## src/rtl/bvlm_pkg.sv

```systemverilog
// ----------------------------------------------------------------------------
// Battery voltage level monitor package
// Widths, register indexes, mapping constants and the bar level table.
// ----------------------------------------------------------------------------
package bvlm_pkg;

   localparam int SAMPLES_DEF = 16;

   localparam int ADC_W   = 12;
   localparam int VOLT_W  = 16;
   localparam int PCT_W   = 7;
   localparam int LVL_W   = 3;
   localparam int SUM_W   = 18;
   localparam int TICK_W  = 16;

   localparam int REQ_DATA_W = 16;
   localparam int RSP_DATA_W = 32;
   localparam int RSP_USER_W = 1;

   localparam int CSR_IDX_W  = 8;
   localparam int CSR_DATA_W = 16;

   localparam logic [CSR_IDX_W-1:0] CSR_EMPTY_MV      = 8'd0;
   localparam logic [CSR_IDX_W-1:0] CSR_FULL_MV       = 8'd1;
   localparam logic [CSR_IDX_W-1:0] CSR_VOLT_OFFSET   = 8'd2;
   localparam logic [CSR_IDX_W-1:0] CSR_SAMPLE_PERIOD = 8'd3;

   localparam logic [VOLT_W-1:0] EMPTY_MV_RST      = 16'd3600;
   localparam logic [VOLT_W-1:0] FULL_MV_RST       = 16'd4200;
   localparam logic [VOLT_W-1:0] VOLT_OFFSET_RST   = 16'd0;
   localparam logic [TICK_W-1:0] SAMPLE_PERIOD_RST = 16'd62;

   localparam int IN_LOW  = 2720;
   localparam int IN_HIGH = 3310;
   localparam int IN_SPAN = IN_HIGH - IN_LOW;

   localparam logic [PCT_W-1:0] PCT_FULL = 7'd100;

   // serial divider sizing
   localparam int NUM_W = 29;
   localparam int DEN_W = 16;
   localparam int CNT_W = $clog2(NUM_W);

   localparam int DELTA_W = ADC_W + 1;
   localparam int RISE_W  = VOLT_W + 1;
   localparam int PROD_W  = DELTA_W + RISE_W;

   function automatic logic [LVL_W-1:0] level_of(input logic [PCT_W-1:0] pct);
      logic [LVL_W-1:0] lvl;
      if (pct > 7'd90) begin
         lvl = 3'd7;
      end else if (pct > 7'd78) begin
         lvl = 3'd6;
      end else if (pct > 7'd66) begin
         lvl = 3'd5;
      end else if (pct > 7'd54) begin
         lvl = 3'd4;
      end else if (pct > 7'd42) begin
         lvl = 3'd3;
      end else if (pct > 7'd30) begin
         lvl = 3'd2;
      end else if (pct >= 7'd10) begin
         lvl = 3'd1;
      end else begin
         lvl = 3'd0;
      end
      return lvl;
   endfunction

endpackage

```

## src/rtl/battery_voltage_level_monitor.sv

```systemverilog
// ----------------------------------------------------------------------------
// Battery voltage level monitor
// Tick-driven fuel gauge: averaging, linear mapping, percentage and bar level.
// ----------------------------------------------------------------------------
// Each req transfer is one millisecond tick carrying the converter reading and
// the charge pin; each tick yields exactly one rsp transfer with the voltage,
// percentage, bar level, charge and low-battery flags, and in tuser a flag that
// marks a freshly completed average. The csr channel writes the empty and full
// voltages, volt_offset and sample_period (indexes 0 to 3) and drops other
// indexes; write it only while no tick is in flight.
// One tick is handled at a time. After the req transfer the serial divider
// computes the percentage, and rsp_tvalid rises and req_tready returns in
// the same cycle; a percentage that is zero by range skips the divider pass.
// A tick that completes an average adds two divider passes (sum by SAMPLES,
// product by 590) and a multiply stage before the percentage pass.
// req_tready is high only while the block is idle; the result sits in an
// output register, so the next tick is taken while rsp waits, and the result
// after it holds back until rsp drains. Reset clears counters, accumulator
// and mapped voltage and loads the register defaults.
// ----------------------------------------------------------------------------
module battery_voltage_level_monitor
   import bvlm_pkg::*;
#(
   parameter int SAMPLES = SAMPLES_DEF
)(
   input  logic                  clock,
   input  logic                  reset,
   // adc_sample [11:0], charge_pin [12]
   input  logic [REQ_DATA_W-1:0] req_tdata,
   input  logic                  req_tvalid,
   output logic                  req_tready,
   // voltage_mv [15:0], percentage [22:16], level [25:23],
   // is_charging [26], low_battery [27]
   output logic [RSP_DATA_W-1:0] rsp_tdata,
   // updated [0]
   output logic [RSP_USER_W-1:0] rsp_tuser,
   output logic                  rsp_tvalid,
   input  logic                  rsp_tready,
   input  logic                  csr_valid,
   output logic                  csr_ready,
   input  logic [CSR_IDX_W-1:0]  csr_index,
   input  logic [CSR_DATA_W-1:0] csr_wdata
);

   localparam int IDX_W = $clog2(SAMPLES + 1);

   typedef enum logic [7:0] {
      ST_IDLE  = 8'b0000_0001,
      ST_AVG   = 8'b0000_0010,
      ST_MUL   = 8'b0000_0100,
      ST_SGO   = 8'b0000_1000,
      ST_SCALE = 8'b0001_0000,
      ST_PGO   = 8'b0010_0000,
      ST_PCT   = 8'b0100_0000,
      ST_DONE  = 8'b1000_0000
   } state_type;

   state_type state_ff, state_in;

   logic [VOLT_W-1:0] empty_mv_ff, full_mv_ff, volt_offset_ff;
   logic [TICK_W-1:0] sample_period_ff;

   logic [TICK_W-1:0] tick_ff, tick_in;
   logic [SUM_W-1:0]  sum_ff, sum_in;
   logic [IDX_W-1:0]  idx_ff, idx_in;
   logic [VOLT_W-1:0] mapped_ff, mapped_in;
   logic [PCT_W-1:0]  pct_ff, pct_in;
   logic              pin_ff, pin_in;
   logic              updated_ff, updated_in;

   logic signed [DELTA_W-1:0] delta_ff, delta_in;
   logic signed [PROD_W-1:0]  prod_ff, prod_in;

   logic                  rsp_valid_ff, rsp_valid_in;
   logic [RSP_DATA_W-1:0] rsp_data_ff, rsp_data_in;
   logic [RSP_USER_W-1:0] rsp_user_ff, rsp_user_in;

   logic             div_start;
   logic [NUM_W-1:0] div_num;
   logic [DEN_W-1:0] div_den;
   logic             div_done;
   logic [NUM_W-1:0] div_quo;

   logic                 req_xfer;
   logic [ADC_W-1:0]     adc;
   logic [TICK_W-1:0]    tick_inc;
   logic                 take;
   logic [SUM_W-1:0]     sum_add;
   logic [IDX_W-1:0]     idx_add;
   logic                 avg_due;

   logic signed [RISE_W-1:0] rise;
   logic [PROD_W-1:0]        prod_mag;
   logic                     prod_neg;
   logic [VOLT_W-1:0]        q16;
   logic [VOLT_W-1:0]        volts;
   logic [VOLT_W-1:0]        pdiff;
   logic [NUM_W-1:0]         pnum;
   logic                     pct_run;
   logic [VOLT_W-1:0]        span;
   logic                     low_batt;

   bvlm_div u_div (
      .clock (clock),
      .reset (reset),
      .start (div_start),
      .num   (div_num),
      .den   (div_den),
      .done  (div_done),
      .quo   (div_quo)
   );

   assign req_tready = (state_ff == ST_IDLE);
   assign req_xfer   = req_tvalid & req_tready;
   assign csr_ready  = 1'b1;

   always_ff @(posedge clock) begin
      if (reset) begin
         empty_mv_ff      <= EMPTY_MV_RST;
         full_mv_ff       <= FULL_MV_RST;
         volt_offset_ff   <= VOLT_OFFSET_RST;
         sample_period_ff <= SAMPLE_PERIOD_RST;
      end else if (csr_valid) begin
         unique case (csr_index)
            CSR_EMPTY_MV:      empty_mv_ff      <= csr_wdata;
            CSR_FULL_MV:       full_mv_ff       <= csr_wdata;
            CSR_VOLT_OFFSET:   volt_offset_ff   <= csr_wdata;
            CSR_SAMPLE_PERIOD: sample_period_ff <= csr_wdata;
            default: ;
         endcase
      end
   end

   always_comb begin
      adc      = req_tdata[ADC_W-1:0];
      tick_inc = (tick_ff == '1) ? tick_ff : tick_ff + 1'b1;
      take     = tick_inc > sample_period_ff;
      sum_add  = sum_ff + SUM_W'(adc);
      idx_add  = idx_ff + 1'b1;
      avg_due  = take && (idx_add >= IDX_W'(SAMPLES));

      rise     = RISE_W'({1'b0, full_mv_ff}) - RISE_W'({1'b0, empty_mv_ff});
      prod_neg = prod_ff[PROD_W-1];
      prod_mag = prod_neg ? PROD_W'(-prod_ff) : PROD_W'(prod_ff);
      q16      = div_quo[VOLT_W-1:0];

      volts    = mapped_ff + volt_offset_ff;
      span     = full_mv_ff - empty_mv_ff;
      pct_run  = (full_mv_ff > empty_mv_ff) && (volts > empty_mv_ff);
      pdiff    = volts - empty_mv_ff;
      pnum     = (NUM_W'(pdiff) << 6) + (NUM_W'(pdiff) << 5) + (NUM_W'(pdiff) << 2);
      low_batt = pin_ff && (volts < empty_mv_ff);
   end

   always_comb begin
      div_start = 1'b0;
      div_num   = NUM_W'(sum_add);
      div_den   = DEN_W'(SAMPLES);
      if (req_xfer && avg_due) begin
         div_start = 1'b1;
      end else if (state_ff == ST_SGO) begin
         div_start = 1'b1;
         div_num   = prod_mag[NUM_W-1:0];
         div_den   = DEN_W'(IN_SPAN);
      end else if (state_ff == ST_PGO) begin
         div_start = pct_run;
         div_num   = pnum;
         div_den   = span;
      end
   end

   always_comb begin
      state_in     = state_ff;
      tick_in      = tick_ff;
      sum_in       = sum_ff;
      idx_in       = idx_ff;
      mapped_in    = mapped_ff;
      pct_in       = pct_ff;
      pin_in       = pin_ff;
      updated_in   = updated_ff;
      delta_in     = delta_ff;
      prod_in      = prod_ff;
      rsp_valid_in = rsp_valid_ff & ~rsp_tready;
      rsp_data_in  = rsp_data_ff;
      rsp_user_in  = rsp_user_ff;

      unique case (state_ff)
         ST_IDLE: begin
            if (req_xfer) begin
               pin_in     = req_tdata[ADC_W];
               updated_in = avg_due;
               tick_in    = take ? '0 : tick_inc;
               if (avg_due) begin
                  sum_in   = '0;
                  idx_in   = '0;
                  state_in = ST_AVG;
               end else begin
                  if (take) begin
                     sum_in = sum_add;
                     idx_in = idx_add;
                  end
                  state_in = ST_PGO;
               end
            end
         end
         ST_AVG: begin
            if (div_done) begin
               delta_in = DELTA_W'({1'b0, div_quo[ADC_W-1:0]}) - DELTA_W'(IN_LOW);
               state_in = ST_MUL;
            end
         end
         ST_MUL: begin
            prod_in  = PROD_W'(delta_ff) * PROD_W'(rise);
            state_in = ST_SGO;
         end
         ST_SGO: begin
            state_in = ST_SCALE;
         end
         ST_SCALE: begin
            if (div_done) begin
               mapped_in = (prod_neg ? (VOLT_W'(0) - q16) : q16) + empty_mv_ff;
               state_in  = ST_PGO;
            end
         end
         ST_PGO: begin
            if (pct_run) begin
               state_in = ST_PCT;
            end else begin
               pct_in   = '0;
               state_in = ST_DONE;
            end
         end
         ST_PCT: begin
            if (div_done) begin
               pct_in   = (div_quo > NUM_W'(PCT_FULL)) ? PCT_FULL : div_quo[PCT_W-1:0];
               state_in = ST_DONE;
            end
         end
         ST_DONE: begin
            if (!rsp_valid_ff || rsp_tready) begin
               rsp_valid_in = 1'b1;
               rsp_data_in  = RSP_DATA_W'({low_batt, ~pin_ff, level_of(pct_ff),
                                           pct_ff, volts});
               rsp_user_in  = updated_ff;
               state_in     = ST_IDLE;
            end
         end
         default: state_in = ST_IDLE;
      endcase
   end

   always_ff @(posedge clock) begin
      if (reset) begin
         state_ff     <= ST_IDLE;
         tick_ff      <= '0;
         sum_ff       <= '0;
         idx_ff       <= '0;
         mapped_ff    <= '0;
         pct_ff       <= '0;
         rsp_valid_ff <= 1'b0;
      end else begin
         state_ff     <= state_in;
         tick_ff      <= tick_in;
         sum_ff       <= sum_in;
         idx_ff       <= idx_in;
         mapped_ff    <= mapped_in;
         pct_ff       <= pct_in;
         rsp_valid_ff <= rsp_valid_in;
      end
      pin_ff      <= pin_in;
      updated_ff  <= updated_in;
      delta_ff    <= delta_in;
      prod_ff     <= prod_in;
      rsp_data_ff <= rsp_data_in;
      rsp_user_ff <= rsp_user_in;
   end

   assign rsp_tvalid = rsp_valid_ff;
   assign rsp_tdata  = rsp_data_ff;
   assign rsp_tuser  = rsp_user_ff;

endmodule

```

## src/rtl/bvlm_div.sv

```systemverilog
// ----------------------------------------------------------------------------
// Bit-serial unsigned divider
// Restoring long division, one quotient bit per cycle, a NUM_W-bit quotient a run.
// ----------------------------------------------------------------------------
module bvlm_div
   import bvlm_pkg::*;
(
   input  logic             clock,
   input  logic             reset,
   input  logic             start,
   input  logic [NUM_W-1:0] num,
   input  logic [DEN_W-1:0] den,
   output logic             done,
   output logic [NUM_W-1:0] quo
);

   logic             busy_ff, busy_in;
   logic             done_ff, done_in;
   logic [CNT_W-1:0] cnt_ff, cnt_in;
   logic [NUM_W-1:0] quo_ff, quo_in;
   logic [DEN_W-1:0] rem_ff, rem_in;
   logic [DEN_W-1:0] den_ff, den_in;

   logic [DEN_W:0]   shifted;
   logic [DEN_W+1:0] trial;
   logic             fits;

   always_comb begin
      shifted = {rem_ff, quo_ff[NUM_W-1]};
      trial   = {1'b0, shifted} - {2'b00, den_ff};
      fits    = ~trial[DEN_W+1];

      busy_in = busy_ff;
      done_in = 1'b0;
      cnt_in  = cnt_ff;
      quo_in  = quo_ff;
      rem_in  = rem_ff;
      den_in  = den_ff;

      if (start) begin
         busy_in = 1'b1;
         cnt_in  = CNT_W'(NUM_W - 1);
         quo_in  = num;
         rem_in  = '0;
         den_in  = den;
      end else if (busy_ff) begin
         quo_in = {quo_ff[NUM_W-2:0], fits};
         rem_in = fits ? trial[DEN_W-1:0] : shifted[DEN_W-1:0];
         if (cnt_ff == '0) begin
            busy_in = 1'b0;
            done_in = 1'b1;
         end else begin
            cnt_in = cnt_ff - 1'b1;
         end
      end
   end

   always_ff @(posedge clock) begin
      if (reset) begin
         busy_ff <= 1'b0;
         done_ff <= 1'b0;
         cnt_ff  <= '0;
      end else begin
         busy_ff <= busy_in;
         done_ff <= done_in;
         cnt_ff  <= cnt_in;
      end
      quo_ff <= quo_in;
      rem_ff <= rem_in;
      den_ff <= den_in;
   end

   assign done = done_ff;
   assign quo  = quo_ff;

endmodule

```

## config.mk

```make
export PLATFORM = sky130hd
export DESIGN_NAME = battery_voltage_level_monitor
export DESIGN_NICKNAME = d
export VERILOG_FILES = /design/src/rtl/bvlm_pkg.sv /design/src/rtl/battery_voltage_level_monitor.sv /design/src/rtl/bvlm_div.sv
export SDC_FILE = /design/constraint.sdc
export NUM_CORES = 1
export LEC_CHECK = 0
export BUFFER_PORTS_ARGS = -buffer_cell sky130_fd_sc_hd__buf_4
export CORE_MARGIN = 8
export CORE_UTILIZATION = 65
export DETAILED_ROUTE_END_ITERATION = 12
export PLACE_DENSITY_LB_ADDON = 0.12
export SKIP_CTS_REPAIR_TIMING = 1
export SLEW_MARGIN = 20
export SYNTH_ARGS = -nofsm -noshare
export SYNTH_HDL_FRONTEND = slang
export SYNTH_SLANG_ARGS = --single-unit
```

## constraint.sdc

```tcl
create_clock -name clock -period 10.88 [get_ports clock]
set_input_delay 1.088 -clock clock [delete_from_list [all_inputs] [get_ports clock]]
set_output_delay 1.088 -clock clock [all_outputs]
set_load 0.03 [all_outputs]
```

# [After elaboration in Yosys (flattened, before gate mapping)]
# Index checks and enable logic that the tools add are counted.
[totals] reg_bits=277 input_bits=45
[op_classes] add_sub_neg=15 n_mul=1 magnitude_cmp=13 eq_ne=19 mux=46 n_bitwise=8 n_reduce_logical=29
[ops] operator="2-to-1 mux 29 bit" count=5
[ops] operator="2-to-1 mux 16 bit" count=4
[ops] operator="case mux 8 bit (8 select lines)" count=1
[ops] operator="greater-than comparator 16 bit" count=3
[ops] operator="2-to-1 mux 8 bit" count=6
[ops] operator="2-to-1 mux 18 bit" count=2
[ops] operator="adder 16 bit" count=2
[ops] operator="subtractor 16 bit" count=2
[ops] operator="multiplier 13 x 17 -> 30 bit" count=1
[ops] operator="greater-than comparator 29 x 7 -> 1 bit, second input constant" count=1
[ops] operator="negation 29 bit" count=1
[ops] operator="2-to-1 mux 5 bit" count=5
[ops] operator="adder 23 x 18 -> 24 bit" count=1
[ops] operator="equality test 8 x 2 -> 1 bit, second input constant" count=3
[ops] operator="2-to-1 mux 24 bit" count=1
[ops] operator="adder 22 x 21 -> 23 bit" count=1
[ops] operator="greater-than comparator 7 bit, second input constant" count=3
[ops] operator="2-to-1 mux 7 bit" count=3
[ops] operator="2-to-1 mux 10 bit" count=2
[ops] operator="AND reduction 2 bit" count=10
[ops] operator="adder 18 x 12 -> 18 bit" count=1
[ops] operator="subtractor 17 x 16 -> 18 bit" count=1
[ops] operator="subtractor 16 x 16 -> 17 bit" count=1
[ops] operator="adder 16 x 1 -> 16 bit, second input constant" count=1
[ops] operator="36 further kinds" count=70

# [Longest topological paths before layout]
[logic_depth] word_depth=8 depth_mapped=32 mapped_depth_nobuf=31

# [Modules after synthesis]
# Synthesis repeated with hierarchy kept, for this count alone.
[unflattened] hier_cells=2855 hier_area_um2=25898.6
[modules_own_cells] module="battery_voltage_level_monitor" n_inst=1 cells_each=2546 area_each_um2=22310.1 seq_area_each_um2=4924.7
[modules_own_cells] module="bvlm_div" n_inst=1 cells_each=309 area_each_um2=3588.4 seq_area_each_um2=1811.7

# [Worst setup path before layout]
# OpenSTA, ideal clock, no wires.
[synth_path] path_kind="register to register" from="register empty_mv_ff[1]" to="register prod_ff[28] (data pin)" setup_time_ps=265 arrival_ps=7347 t_required_ps=10615 slack_ps=3269 stages_incl_launch_ff=29 n_path_buf=1 cell_sequence="dfxtp_1 -> inv_1 -> ha_1 -> nor2b_1 -> o21ai_0 -> a21oi_1 -> o21a_1 -> o211ai_1 -> a21oi_1 -> a2111oi_0 -> nor3_1 -> clkbuf_1 -> and2_1 -> fa_1 -> inv_1 -> fa_1 -> inv_1 -> fa_1 -> fa_1 -> fa_1 -> ha_1 -> ha_1 -> o21a_1 -> a21oi_1 -> o2bb2ai_1 -> o31a_1 -> a221oi_1 -> a22oi_1 -> xor2_1"
[synth_between] elab_chain_cells=2
[synth_lines] item="start, declared" line="battery_voltage_level_monitor.sv:60" rtl="logic [VOLT_W-1:0] empty_mv_ff, full_mv_ff, volt_offset_ff;"
[synth_lines] item="start signal, assigned" line="battery_voltage_level_monitor.sv:125" rtl="CSR_EMPTY_MV: empty_mv_ff <= csr_wdata;"
[synth_lines] item="subtractor 16 x 16 -> 17 bit" line="battery_voltage_level_monitor.sv:142" rtl="rise = RISE_W'({1'b0, full_mv_ff}) - RISE_W'({1'b0, empty_mv_ff});"
[synth_lines] item="multiplier 13 x 17 -> 30 bit" line="battery_voltage_level_monitor.sv:213" rtl="prod_in = PROD_W'(delta_ff) * PROD_W'(rise);"
[synth_lines] item="end signal, assigned" line="battery_voltage_level_monitor.sv:273" rtl="prod_ff <= prod_in;"
[synth_lines] item="end, declared" line="battery_voltage_level_monitor.sv:72" rtl="logic signed [PROD_W-1:0] prod_ff, prod_in;"
# No other way between the ends.
# A chain may end at the register's enable or synchronous reset.

# [Worst setup path after layout]
[layout_path] from="register empty_mv_ff[1]" to="register prod_ff[29] (data pin)"
# Same word-level chain as after synthesis.

==> results.toml <==
[outcome]
status = "completed"

[global_routing]
grt.overflow.total = 0
gr-usage-all-layers_pct = 29.4
grt_max_degree = 66
antenna_found_initial = 0
grt_pass1_vias = 20500
grt_pass1_wl_um = 106000

[floorplanning]
fp.dieW_um = 213
initial_core_util_pct = 65.6
dieHeight_um = 213
coreArea_mm2 = 0.0385
rows = 72
die-area_mm2 = 0.0454
num_io_pins = 81

[setup_path]
cp-startpoint = "empty_mv_ff[1]$_SDFFE_PP0P_"
crit_type = "reg2reg"
critPathRequiredTime_ns = 11.17
cpPeakStageDelay_ns = 0.63
path_max_fanout = 13
slowest_stage = "a2111oi_0"
end_kind = "flop"
crit_path_start_kind = "flop"
cp_common_cell = "fa_1"
crit_arrival_ns = 9.19
worstReg2RegStart = "empty_mv_ff[1]$_SDFFE_PP0P_"

[logic_synthesis]
synth-edff-count = 119
async_reset_ff_share_pct = 0
ys_seq_area_share_pct = 26.7
synth.avg_cell_area_um2 = 9.13
ys_warn_count = 0
syn_area_mm2 = 0.0252
ys_types = 83
synth_top_flop_cell = "dfxtp_1"
synthCells = 2763
synth-seq-cells = 277

[detailed_routing]
avgViaCountPerCell = 6.02
wl_met2_um = 31500
drcViolationCount = 0
drtIter0Drc = 1739
route.antenna.remaining_nets = 0
routedWlPerCell_um = 19.7
drt_pass1_iterations = 5
wl_met1_um = 26500
route.top_layer_used = "met4"
wl_um = 65600
dr_wl_met3_um = 4550
routed-via-count = 20100

[final_layout]
final_nets = 3274
fin_util_pct = 71.4
finalInstanceArea_mm2 = 0.0275
layout_commonest_cell = "inv_1"
n_antenna_cell = 0
drive_above_1_share_pct = 7.20
area.growth.synth_to_final_pct = 8.94
final_cell_mix = "328 x inv_1, 236 x nand2_1, 225 x fa_1, 222 x nor2_1, 208 x ha_1"
fillers = 2946

[timing]
hold_ws_ns = 0.424
fin_ws_ns = 1.98
max_freq_mhz = 112
finalSetupTns_ns = 0
slew_headroom_pct = 29.0
rsz0062_at_grt = "no"
worst_slew_pin_slew_ns = 1.06
period_share_pct = 81.8
finalHoldViolCount = 0
fin_crit_ns = 8.90
final-setup-viol-count = 0
fin_skew_ns = 0.0266
drv_slew = 0

[power_and_ir_drop]
p_leak_nw = 12.5
vdd_drop_max_v = 0.000120
power.density_mw_per_mm2 = 98.0

[worst_hold_path]
hold_path.class = "reg2reg"
hp-start = "updated_ff$_DFFE_PP_"

[clock_network]
htree_levels = 2
cts_tree = "built"
insertion_delay_ns = 0.56
clk_path_buf_depth = 3
cts.clk_slew.worst_paths_ns = 0.06
cts.sinks = 277
root_buffer = "clkbuf_16"
cts_buffers = 34

[placement]
dpl-instance-area_mm2 = 0.0263
dp_slack_ns = 2.15
place.port_buffers = 72
place_hpwl_um = 50000
gp_congestion = 0.966

[job]
drv_cap = 0
power breakdown:
group          total, mW  switching, mW  internal (mW)
Clock               1.21          0.478          0.733
Combinational      0.370          0.223          0.146
Sequential          1.11         0.0143           1.10
metrics by stage:
step,power (mW),cells
finish,2.69,3339
global route,2.79,3339
CTS,2.70,3338
detailed placement,1.50,3277
global placement,1.49,3277
floorplan,1.40,2766
cells in the mapped netlist, types with 17 or more instances:
cell type / n / area share, %
xor2_1: 60 / 2.1
mux2i_1: 77 / 3.1
nand3_1: 43 / 0.85
o21a_1: 17 / 0.51
and2_1: 92 / 2.3
a211oi_1: 26 / 0.77
clkbuf_1: 90 / 1.3
inv_1: 328 / 4.9
o21bai_1: 19 / 0.57
a21oi_1: 163 / 3.2
a21o_1: 39 / 1.2
edfxtp_1: 119 / 14
fa_1: 225 / 18
nor2_1: 224 / 3.3
ha_1: 208 / 10
nor3_1: 49 / 0.97
xnor2_1: 117 / 4.1
o21ai_0: 128 / 2.5
o211ai_1: 17 / 0.51
nand2b_1: 35 / 0.87
o31ai_1: 19 / 0.57
nor2b_1: 34 / 0.84
dfxtp_1: 158 / 13
nand2_1: 236 / 3.5
worst paths after layout:
kind	end	slack, ns	cells past startpoint
setup / recovery	prod_ff[29]$_DFFE_PP_	1.98	30
hold reg to reg	rsp_tuser$_DFFE_PP_	0.42	0
hold / removal	rsp_tuser$_DFFE_PP_	0.42	0
setup reg to reg	prod_ff[29]$_DFFE_PP_	1.98	30
sequential cells by signal (all words and copies together), names as in the netlist:
register,count
sample_period_ff,16
mapped_ff,16
full_mv_ff,16
u_div.busy_ff,1
u_div.cnt_ff,5
rsp_tdata,28
delta_ff,13
u_div.done,1
pin_ff,1
state_ff,8
prod_ff,30
updated_ff,1
rsp_tuser,1
u_div.rem_ff,16
sum_ff,18
pct_ff,7
tick_ff,16
volt_offset_ff,16
u_div.quo,29
u_div.den_ff,16
idx_ff,5
empty_mv_ff,16
rsp_tvalid,1
cell type report:
class / count / area (um^2) / share of cell area (%)
repair buffers: 100 / 758 / 2.76
well taps: 518 / 648 / 2.36
clock inverters: 13 / 191 / 0.697
multi-input cells: 2053 / 16900 / 61.6
inverters: 330 / 1240 / 4.51
clock buffers: 48 / 983 / 3.58
flip-flops and latches: 277 / 6740 / 24.5
critical path: cells and delay by family, from the launching register on:
| family | cells | cell delay, ns |
|---|---|---|
| DFF | 1 | 0.55 |
| buffers and inverters | 4 | 0.46 |
| xor gates and xnor gates | 1 | 0.11 |
| adders and majority gates | 8 | 3.53 |
| AOI/OAI and AO/OA | 10 | 2.75 |
| and+or+nand+nor | 7 | 1.22 |
cell families (layout without fill, tap and decap cells):
| kind of cell | count (synthesis) | in the layout | synth area share [%] |
|---|---|---|---|
| AND/OR/NAND/NOR | 826 | 826 | 15.9 |
| AO/OA/AOI/OAI | 533 | 533 | 13.3 |
| buffers and inverters | 436 | 491 | 6.61 |
| adder cells (fa/ha/maj) | 433 | 433 | 28.2 |
| flip-flops | 277 | 277 | 26.7 |
| XOR/XNOR | 177 | 177 | 6.15 |
| multiplexers | 79 | 79 | 3.15 |
| other | 2 | 5 | 0.0298 |
metal layers:
layer | up-vias | track usage [%]
li1 | 9398 | -
met1 | 9799 | 36.7
met2 | 707 | 49.6
met3 | 193 | 5.20
met4 | 0 | 12.9
met5 | - | 0
(Power assumes the default switching activity.)
